### src/design/cpor_pkg.sv
// ---------------------------------------------------------------------------
// cpor_pkg: shared types and constants for circle pair overlap resolve
// Holds the payload structs of both queue sides and the fixed-point widths.
// ---------------------------------------------------------------------------
`default_nettype none
package cpor_pkg;

  localparam int COORD_W  = 24;  // signed Q16.8 coordinate
  localparam int RAD_W    = 16;  // unsigned Q8.8 radius and threshold
  localparam int NEAR_W   = 17;  // |dx|, |dy| below 2^17 or the pair is far apart
  localparam int ROOT_W   = 18;  // floor(sqrt(dx^2 + dy^2))
  localparam int SQ_W     = 2 * ROOT_W;
  localparam int PROD_W   = 2 * NEAR_W;
  localparam int QUO_W    = 16;  // shift never exceeds ov/2
  localparam int DIFF_W   = COORD_W + 2;

  typedef struct packed {
    logic signed [COORD_W-1:0] first_x;
    logic signed [COORD_W-1:0] first_y;
    logic        [RAD_W-1:0]   first_radius;
    logic signed [COORD_W-1:0] second_x;
    logic signed [COORD_W-1:0] second_y;
    logic        [RAD_W-1:0]   second_radius;
  } pair_t;

  typedef struct packed {
    logic signed [COORD_W-1:0] new_first_x;
    logic signed [COORD_W-1:0] new_first_y;
    logic signed [COORD_W-1:0] new_second_x;
    logic signed [COORD_W-1:0] new_second_y;
    logic                      resolved;
  } result_t;

  // classified pair as it leaves the front end
  typedef struct packed {
    pair_t             pair;
    logic              act;
    logic              dyneg;
    logic [NEAR_W-1:0] rsum;
    logic [NEAR_W-1:0] dx;
    logic [NEAR_W-1:0] ady;
  } cls_t;

endpackage
`default_nettype wire

### src/design/cpor_front.sv
// ---------------------------------------------------------------------------
// cpor_front: accept and classify circle pairs
// Forms dx, |dy|, the radius sum and the act flag, and queues the result.
// ---------------------------------------------------------------------------
`default_nettype none
module cpor_front #(
  parameter int DEPTH = 4
) (
  input  wire logic           clk,
  input  wire logic           rst,
  input  wire logic           push,
  output logic                full,
  input  wire cpor_pkg::pair_t pair,
  output logic                q_valid,
  input  wire logic           q_take,
  output cpor_pkg::cls_t      q_item
);

  localparam int PW = (DEPTH > 1) ? $clog2(DEPTH) : 1;
  localparam int CW = $clog2(DEPTH + 1);

  cpor_pkg::cls_t           mem [DEPTH];
  logic [PW-1:0]            wr_ptr;
  logic [PW-1:0]            rd_ptr;
  logic [CW-1:0]            count;
  logic                     wr_en;
  logic                     rd_en;
  cpor_pkg::cls_t           cls;
  logic signed [cpor_pkg::DIFF_W-1:0] dx;
  logic signed [cpor_pkg::DIFF_W-1:0] dy;
  logic signed [cpor_pkg::DIFF_W-1:0] ady;
  logic                     near;

  localparam logic signed [cpor_pkg::DIFF_W-1:0] FAR_LIM =
    cpor_pkg::DIFF_W'(1) <<< cpor_pkg::NEAR_W;

  assign dx  = cpor_pkg::DIFF_W'(pair.second_x) - cpor_pkg::DIFF_W'(pair.first_x);
  assign dy  = cpor_pkg::DIFF_W'(pair.second_y) - cpor_pkg::DIFF_W'(pair.first_y);
  assign ady = dy[cpor_pkg::DIFF_W-1] ? -dy : dy;
  assign near = (dx < FAR_LIM) && (ady < FAR_LIM);

  always_comb begin
    cls.pair  = pair;
    cls.act   = (pair.first_x < pair.second_x) && near;
    cls.dyneg = dy[cpor_pkg::DIFF_W-1];
    cls.rsum  = cpor_pkg::NEAR_W'(pair.first_radius) + cpor_pkg::NEAR_W'(pair.second_radius);
    cls.dx    = dx[cpor_pkg::NEAR_W-1:0];
    cls.ady   = ady[cpor_pkg::NEAR_W-1:0];
  end

  assign full    = (count == CW'(DEPTH));
  assign q_valid = (count != '0);
  assign q_item  = mem[rd_ptr];
  assign wr_en   = push && !full;
  assign rd_en   = q_take && q_valid;

  always_ff @(posedge clk) begin
    if (wr_en) begin
      mem[wr_ptr] <= cls;
    end
  end

  always_ff @(posedge clk) begin
    if (rst) begin
      wr_ptr <= '0;
      rd_ptr <= '0;
      count  <= '0;
    end else begin
      if (wr_en) begin
        wr_ptr <= (wr_ptr == PW'(DEPTH - 1)) ? '0 : wr_ptr + 1'b1;
      end
      if (rd_en) begin
        rd_ptr <= (rd_ptr == PW'(DEPTH - 1)) ? '0 : rd_ptr + 1'b1;
      end
      count <= count + CW'(wr_en) - CW'(rd_en);
    end
  end

endmodule
`default_nettype wire

### config.mk
export PLATFORM = sky130hd
export DESIGN_NAME = cpor_front
export DESIGN_NICKNAME = d
export VERILOG_FILES = /design/src/design/cpor_pkg.sv /design/src/design/cpor_front.sv
export SDC_FILE = /design/constraint.sdc
export NUM_CORES = 1
export LEC_CHECK = 0
export BUFFER_PORTS_ARGS = -buffer_cell sky130_fd_sc_hd__buf_4
export CAP_MARGIN = 10
export CORE_ASPECT_RATIO = 0.7
export CORE_MARGIN = 4
export CORE_UTILIZATION = 55
export CTS_CLUSTER_DIAMETER = 40
export DETAILED_ROUTE_END_ITERATION = 8
export PLACE_DENSITY = 0.75
export SYNTH_ARGS = -nofsm -noshare
export SYNTH_HDL_FRONTEND = slang
export SYNTH_SLANG_ARGS = --single-unit
### constraint.sdc
create_clock -name clk -period 11.4 [get_ports clk]
set_input_delay 1.14 -clock clk [delete_from_list [all_inputs] [get_ports clk]]
set_output_delay 1.14 -clock clk [all_outputs]
set_load 0.1 [all_outputs]
# Yosys cells after proc, flatten, opt, wreduce, memory -nomap -nowiden
# Memories as Yosys holds them, arrays and structs flattened. A register that Yosys moved wholly into a read port is not among the register bits.
# Index checks and enable logic that the tools add are counted.
[classes]
n_reduce_logical = 6
eq_ne = 3
add_sub_neg = 8
n_lt_le_gt_ge = 3
mux = 7
[op_table]
columns = ["cell", "n"]
rows = [
  ["$sub 24x24->25", 2],
  ["$lt 26x19->1 const B", 1],
  ["$mux 26", 1],
  ["$neg 25->26", 1],
  ["$lt 25x19->1 const B", 1],
  ["$lt 24x24->1", 1],
  ["$add 16x16->17", 1],
  ["$mux 2", 4],
  ["$add 2x1->2 const B", 2],
  ["$eq 2x2->1 const B", 2],
  ["$logic_and 1x1->1", 4],
  ["$add 3x1->3", 1],
  ["$eq 3x3->1 const B", 1],
  ["$reduce_bool 3->1", 1],
  ["$sub 3x1->3", 1],
  ["$mux 1", 2],
  ["$logic_not 1->1", 1],
]
[word_totals]
elab_cells = 31
mem_count = 1
regBits = 7
input_bits = 132
ram_bits = 724
out_inout_bits = 183
[mem_list]
columns = ["name", "depth", "width", "read_ports", "rd_clocked_by_memory_dff", "wr", "line", "text"]
rows = [
  ["mem", 4, 181, 1, 1, 1, "cpor_front.sv:22", "cpor_pkg::cls_t mem [DEPTH];"],
]

# Depth between registers and ports, before layout
[logic_depth]
ltp_word = 6
mapped_depth = 15
ltp_nobuf = 14

# Worst setup path after synthesis
# No wires, ideal clock.
[synth_timing]
path_kind = "register to register"
from = "register count[1]"
to = "memory mem[0][0] (netlist name) (enable)"
path_buffers = 0
setup_time_ns = 1.058
path_slack_ns = 5.188
stages_incl_launch_ff = 4
period_less_slack_ns = 6.212
arrival_ns = 5.155
required_ns = 10.342
cell_sequence = "dfxtp_1 nor3b_1 nor2b_1 and2_1"
[synth_via]
elab_chain_cells = 5
[synth_rtl]
columns = ["item", "line", "text"]
rows = [
  ["start, declared", "cpor_front.sv:25", "logic [CW-1:0] count;"],
  ["start signal, assigned", "cpor_front.sv:75", "count <= count + CW'(wr_en) - CW'(rd_en);"],
  ["$eq 3x3->1", "cpor_front.sv:51", "assign full = (count == CW'(DEPTH));"],
  ["named net full", "cpor_front.sv:12", "output logic full,"],
  ["$logic_not 1->1", "cpor_front.sv:54", "assign wr_en = push && !full;"],
  ["$logic_and 1x1->1", "cpor_front.sv:54", ""],
  ["$mux 1", "cpor_front.sv:58", "if (wr_en) begin"],
  ["$mux 1 (implied by the code)", "cpor_front.sv:59", "mem[wr_ptr] <= cls;"],
  ["end, declared", "cpor_front.sv:22", ""],
]
# The timed path passes the listed nets, and every way through them passes these cells.

==> insert_results.sql <==
INSERT INTO impl_metrics (metric_group, metric, value, unit) VALUES
('synth', 'synthDominantAreaCellType', 'sky130_fd_sc_hd__edfxtp_1', ''),
('floorplan', 'placeableCoreArea', '0.0542', 'mm²'),
('floorplan', 'chipWidth', '289', 'µm'),
('floorplan', 'die-height', '205', 'µm'),
('setup_path', 'crit_family', 'buffers and inverters', ''),
('placement', 'gpl.final_weighted_congestion', '0.847', ''),
('setup_path', 'timing.critical_path.required', '10.26', 'ns'),
('route', 'vias', '16200', ''),
('clock_tree', 'ctsRootBufferMaster', 'sky130_fd_sc_hd__clkbuf_16', ''),
('global_routing', 'number_of_antenna_violations_at_the_first_check_in_global_routing', '0', ''),
('synth', 'ff_latch_count_synth', '733', ''),
('run_status', 'status', 'finished, final reports clean', ''),
('placement', 'buffer_ports.inserted', '314', ''),
('timing', 'maxClockFrequency', '191', 'MHz'),
('pwr', 'power.switching_fraction', '40.1', '%'),
('setup_path', 'timing.critical_path.arrival', '4.09', 'ns'),
('timing', 'setup-tns-final', '0', 'ns'),
('synth', 'netlist_top_cells_area', 'sky130_fd_sc_hd__edfxtp_1 72%, sky130_fd_sc_hd__mux4_2 13%, sky130_fd_sc_hd__ha_1 3.0%', ''),
('route', 'antenna_violating_nets_remaining', '0', ''),
('setup_path', 'type_of_element_capturing_the_critical_path', 'primary output', ''),
('clock_tree', 'cts_tree', 'built', ''),
('clock_tree', 'max-clock-path-buffers', '3', ''),
('floorplan', 'dieArea', '0.0592', 'mm²'),
('global_routing', 'grt_overflow_total', '0', ''),
('placement', 'placement.cell_area', '0.0336', 'mm²'),
('setup_path', 'criticalPathCategory', 'reg2out', ''),
('route', 'drc', '0', ''),
('clock_tree', 'cts-buffers-inserted', '83', ''),
('pwr', 'power.share.combinational', '36.6', '%'),
('timing', 'rsz0062_at_grt', 'false', ''),
('timing', 'slew_headroom', '33.3', '%'),
('setup_path', 'timing.critical_path.mode_cell', 'sky130_fd_sc_hd__buf_4', ''),
('layout', 'area_delta_synth_final', '19.6', '%'),
('timing', 'hold_slack', '0.501', 'ns'),
('layout', 'n_antenna_cell', '0', ''),
('route', 'drt_pre_antenna_iters', '5', ''),
('floorplan', 'io-pin-count', '315', ''),
('setup_path', 'worstPathCellList', 'buf_4 > buf_4 > mux4_2 > buf_4', ''),
('floorplan', 'std_cell_rows', '71', ''),
('timing', 'clk_skew', '0.0261', 'ns'),
('layout', 'layout-drive-gt1-share', '33.4', '%'),
('global_routing', 'grt_pass1_vias', '16800', ''),
('clock_tree', 'cts_post_setup_buffers_inserted', '0', ''),
('clock_tree', 'clock_pin_slew_worst_setup_and_hold_paths', '0.06', 'ns'),
('route', 'wl', '65400', 'µm'),
('synth', 'syn-instance-count', '1588', ''),
('synth', 'yosys.cell_count.top_type', 'sky130_fd_sc_hd__edfxtp_1', ''),
('pwr', 'power_leakage', '0.0126', 'µW'),
('pwr', 'power.share.clock', '27.7', '%'),
('clock_tree', 'clk_latency', '0.63', 'ns'),
('pwr', 'ir_drop', '0.241', 'mV'),
('synth', 'synth_fp_nets', '1796', ''),
('synth', 'yosys-top-cells-count', '724 x sky130_fd_sc_hd__edfxtp_1, 181 x sky130_fd_sc_hd__mux4_2, 80 x sky130_fd_sc_hd__inv_1, 72 x sky130_fd_sc_hd__ha_1, 53 x sky130_fd_sc_hd__nor2_1', ''),
('setup_path', 'worstPathBufferInverterCount', '3', ''),
('timing', 'finalCritPeriodShare', '45.9', '%'),
('route', 'iteration_0_drc_markers', '1316', ''),
('pwr', 'pwr_density_cell', '260', 'mW/mm²'),
('route', 'avgViaCountPerCell', '5.92', ''),
('synth', 'synth_edf_count', '724', ''),
('setup_path', 'critPathLaunchType', 'register', ''),
('pwr', 'power.share.sequential', '35.8', '%'),
('setup_path', 'critical_path.slowest_cell', 'sky130_fd_sc_hd__dfxtp_4', ''),
('timing', 'timing.final.max_slew_violations', '0', ''),
('global_routing', 'grt_pass1_wl', '100000', 'µm'),
('layout', 'postLayoutCellArea', '0.0364', 'mm²'),
('timing', 'finalSetupViolations', '0', ''),
('synth', 'post_synth.cell_area_avg', '19.1', 'µm²'),
('route', 'wire_per_inst', '23.8', 'µm'),
('run', 'max_cap_viol_count', '0', ''),
('setup_path', 'critical-path-max-stage-delay', '0.97', 'ns'),
('layout', 'finalNetCount', '2161', '');
-- state kept, by name (all words and copies together), names as in the netlist, named ones only --
name and cells:
wr_ptr 2, count 3, mem 724, rd_ptr 2
-- kinds of logic (layout without fill, tap and decap cells) --
logic type	after synthesis	in the layout	synth area share [%]
mux	183	183	13.5
simple gates	215	215	3.59
fa+ha+maj	76	76	3.23
compound gates	187	187	4.13
buf+inv	135	561	1.71
flops	733	733	72.1
xor+xnor	59	59	1.75
-- final cells by class --
type | count | area, µm²
timing repair buffer | 335 | 2530
multi-input combinational | 720 | 7970
inverter | 80 | 300
fill | 3580 | 17800
clock buffer | 94 | 2140
tap | 730 | 913
sequential | 733 | 21900
clock inverter | 52 | 579
-- power groups by stage --
stage               combinational (µW)  sequential (µW)  clock, µW
floorplan                         2740             3430          0
global placement                  3450             3420          0
detailed placement                3470             3440          0
CTS                               3480             3380       2670
global route                      3590             3400       2790
finish                            3450             3380       2620
-- through the flow --
step | instances | total power [µW] | worst slack (ns)
after detailed placement | 2598 | 6910 | 6.04
final | 2744 | 9450 | 6.17
after CTS | 2744 | 9530 | 6.08
after global placement | 2598 | 6870 | 6.12
after floorplan | 1588 | 6170 | 5.19
after global routing | 2744 | 9780 | 5.97
-- worst register-to-register path, cell delays in order (launching register included) --
cell                      delay (ns)
sky130_fd_sc_hd__dfxtp_1        0.41
sky130_fd_sc_hd__nor3b_1        0.10
sky130_fd_sc_hd__nor2b_1        0.39
sky130_fd_sc_hd__and2_4         0.49
sky130_fd_sc_hd__buf_4          0.67
sky130_fd_sc_hd__buf_4          0.91
-- cell usage in the layout, fill, tap and decap left out, types with 8 or more instances in the layout --
master,netlist,layout
sky130_fd_sc_hd__o21ai_0,43,43
sky130_fd_sc_hd__nand3_1,9,9
sky130_fd_sc_hd__ha_1,72,72
sky130_fd_sc_hd__buf_4,2,334
sky130_fd_sc_hd__clkbuf_16,0,84
sky130_fd_sc_hd__clkinv_2,0,8
sky130_fd_sc_hd__clkbuf_1,23,10
sky130_fd_sc_hd__a211oi_1,8,8
sky130_fd_sc_hd__o21bai_1,9,9
sky130_fd_sc_hd__mux4_2,181,181
sky130_fd_sc_hd__inv_1,80,80
sky130_fd_sc_hd__clkinvlp_4,0,10
sky130_fd_sc_hd__nor2b_1,14,14
sky130_fd_sc_hd__a21o_1,10,10
sky130_fd_sc_hd__nor3_1,20,20
sky130_fd_sc_hd__o21a_1,8,8
sky130_fd_sc_hd__nand4_1,8,8
sky130_fd_sc_hd__and3_1,9,9
sky130_fd_sc_hd__inv_6,0,10
sky130_fd_sc_hd__nand2_1,52,52
sky130_fd_sc_hd__a21oi_1,47,47
sky130_fd_sc_hd__nor2_1,53,53
sky130_fd_sc_hd__xor2_1,16,16
sky130_fd_sc_hd__nand2b_1,10,10
sky130_fd_sc_hd__edfxtp_1,724,724
sky130_fd_sc_hd__xnor2_1,41,41
-- per-layer routing --
layer / wire [µm] / global-route usage [%]
met1: 27600 / 31.5
met2: 31300 / 35.7
met5: 0 / 0
met4: 1420 / 5.39
met3: 5140 / 6.07
-- path summary, 6_finish.rpt --
check / start / to / slack (ns) / depth (start not counted)
setup / recovery: register / q_item[32] / 6.17 / 4
hold / removal: rd_ptr[1] / register / 0.50 / 2
setup reg to reg: count[1] / mem[3][25] / 7.99 / 5
hold reg to reg: rd_ptr[1] / register / 0.50 / 2
(Power assumes the default switching activity.)
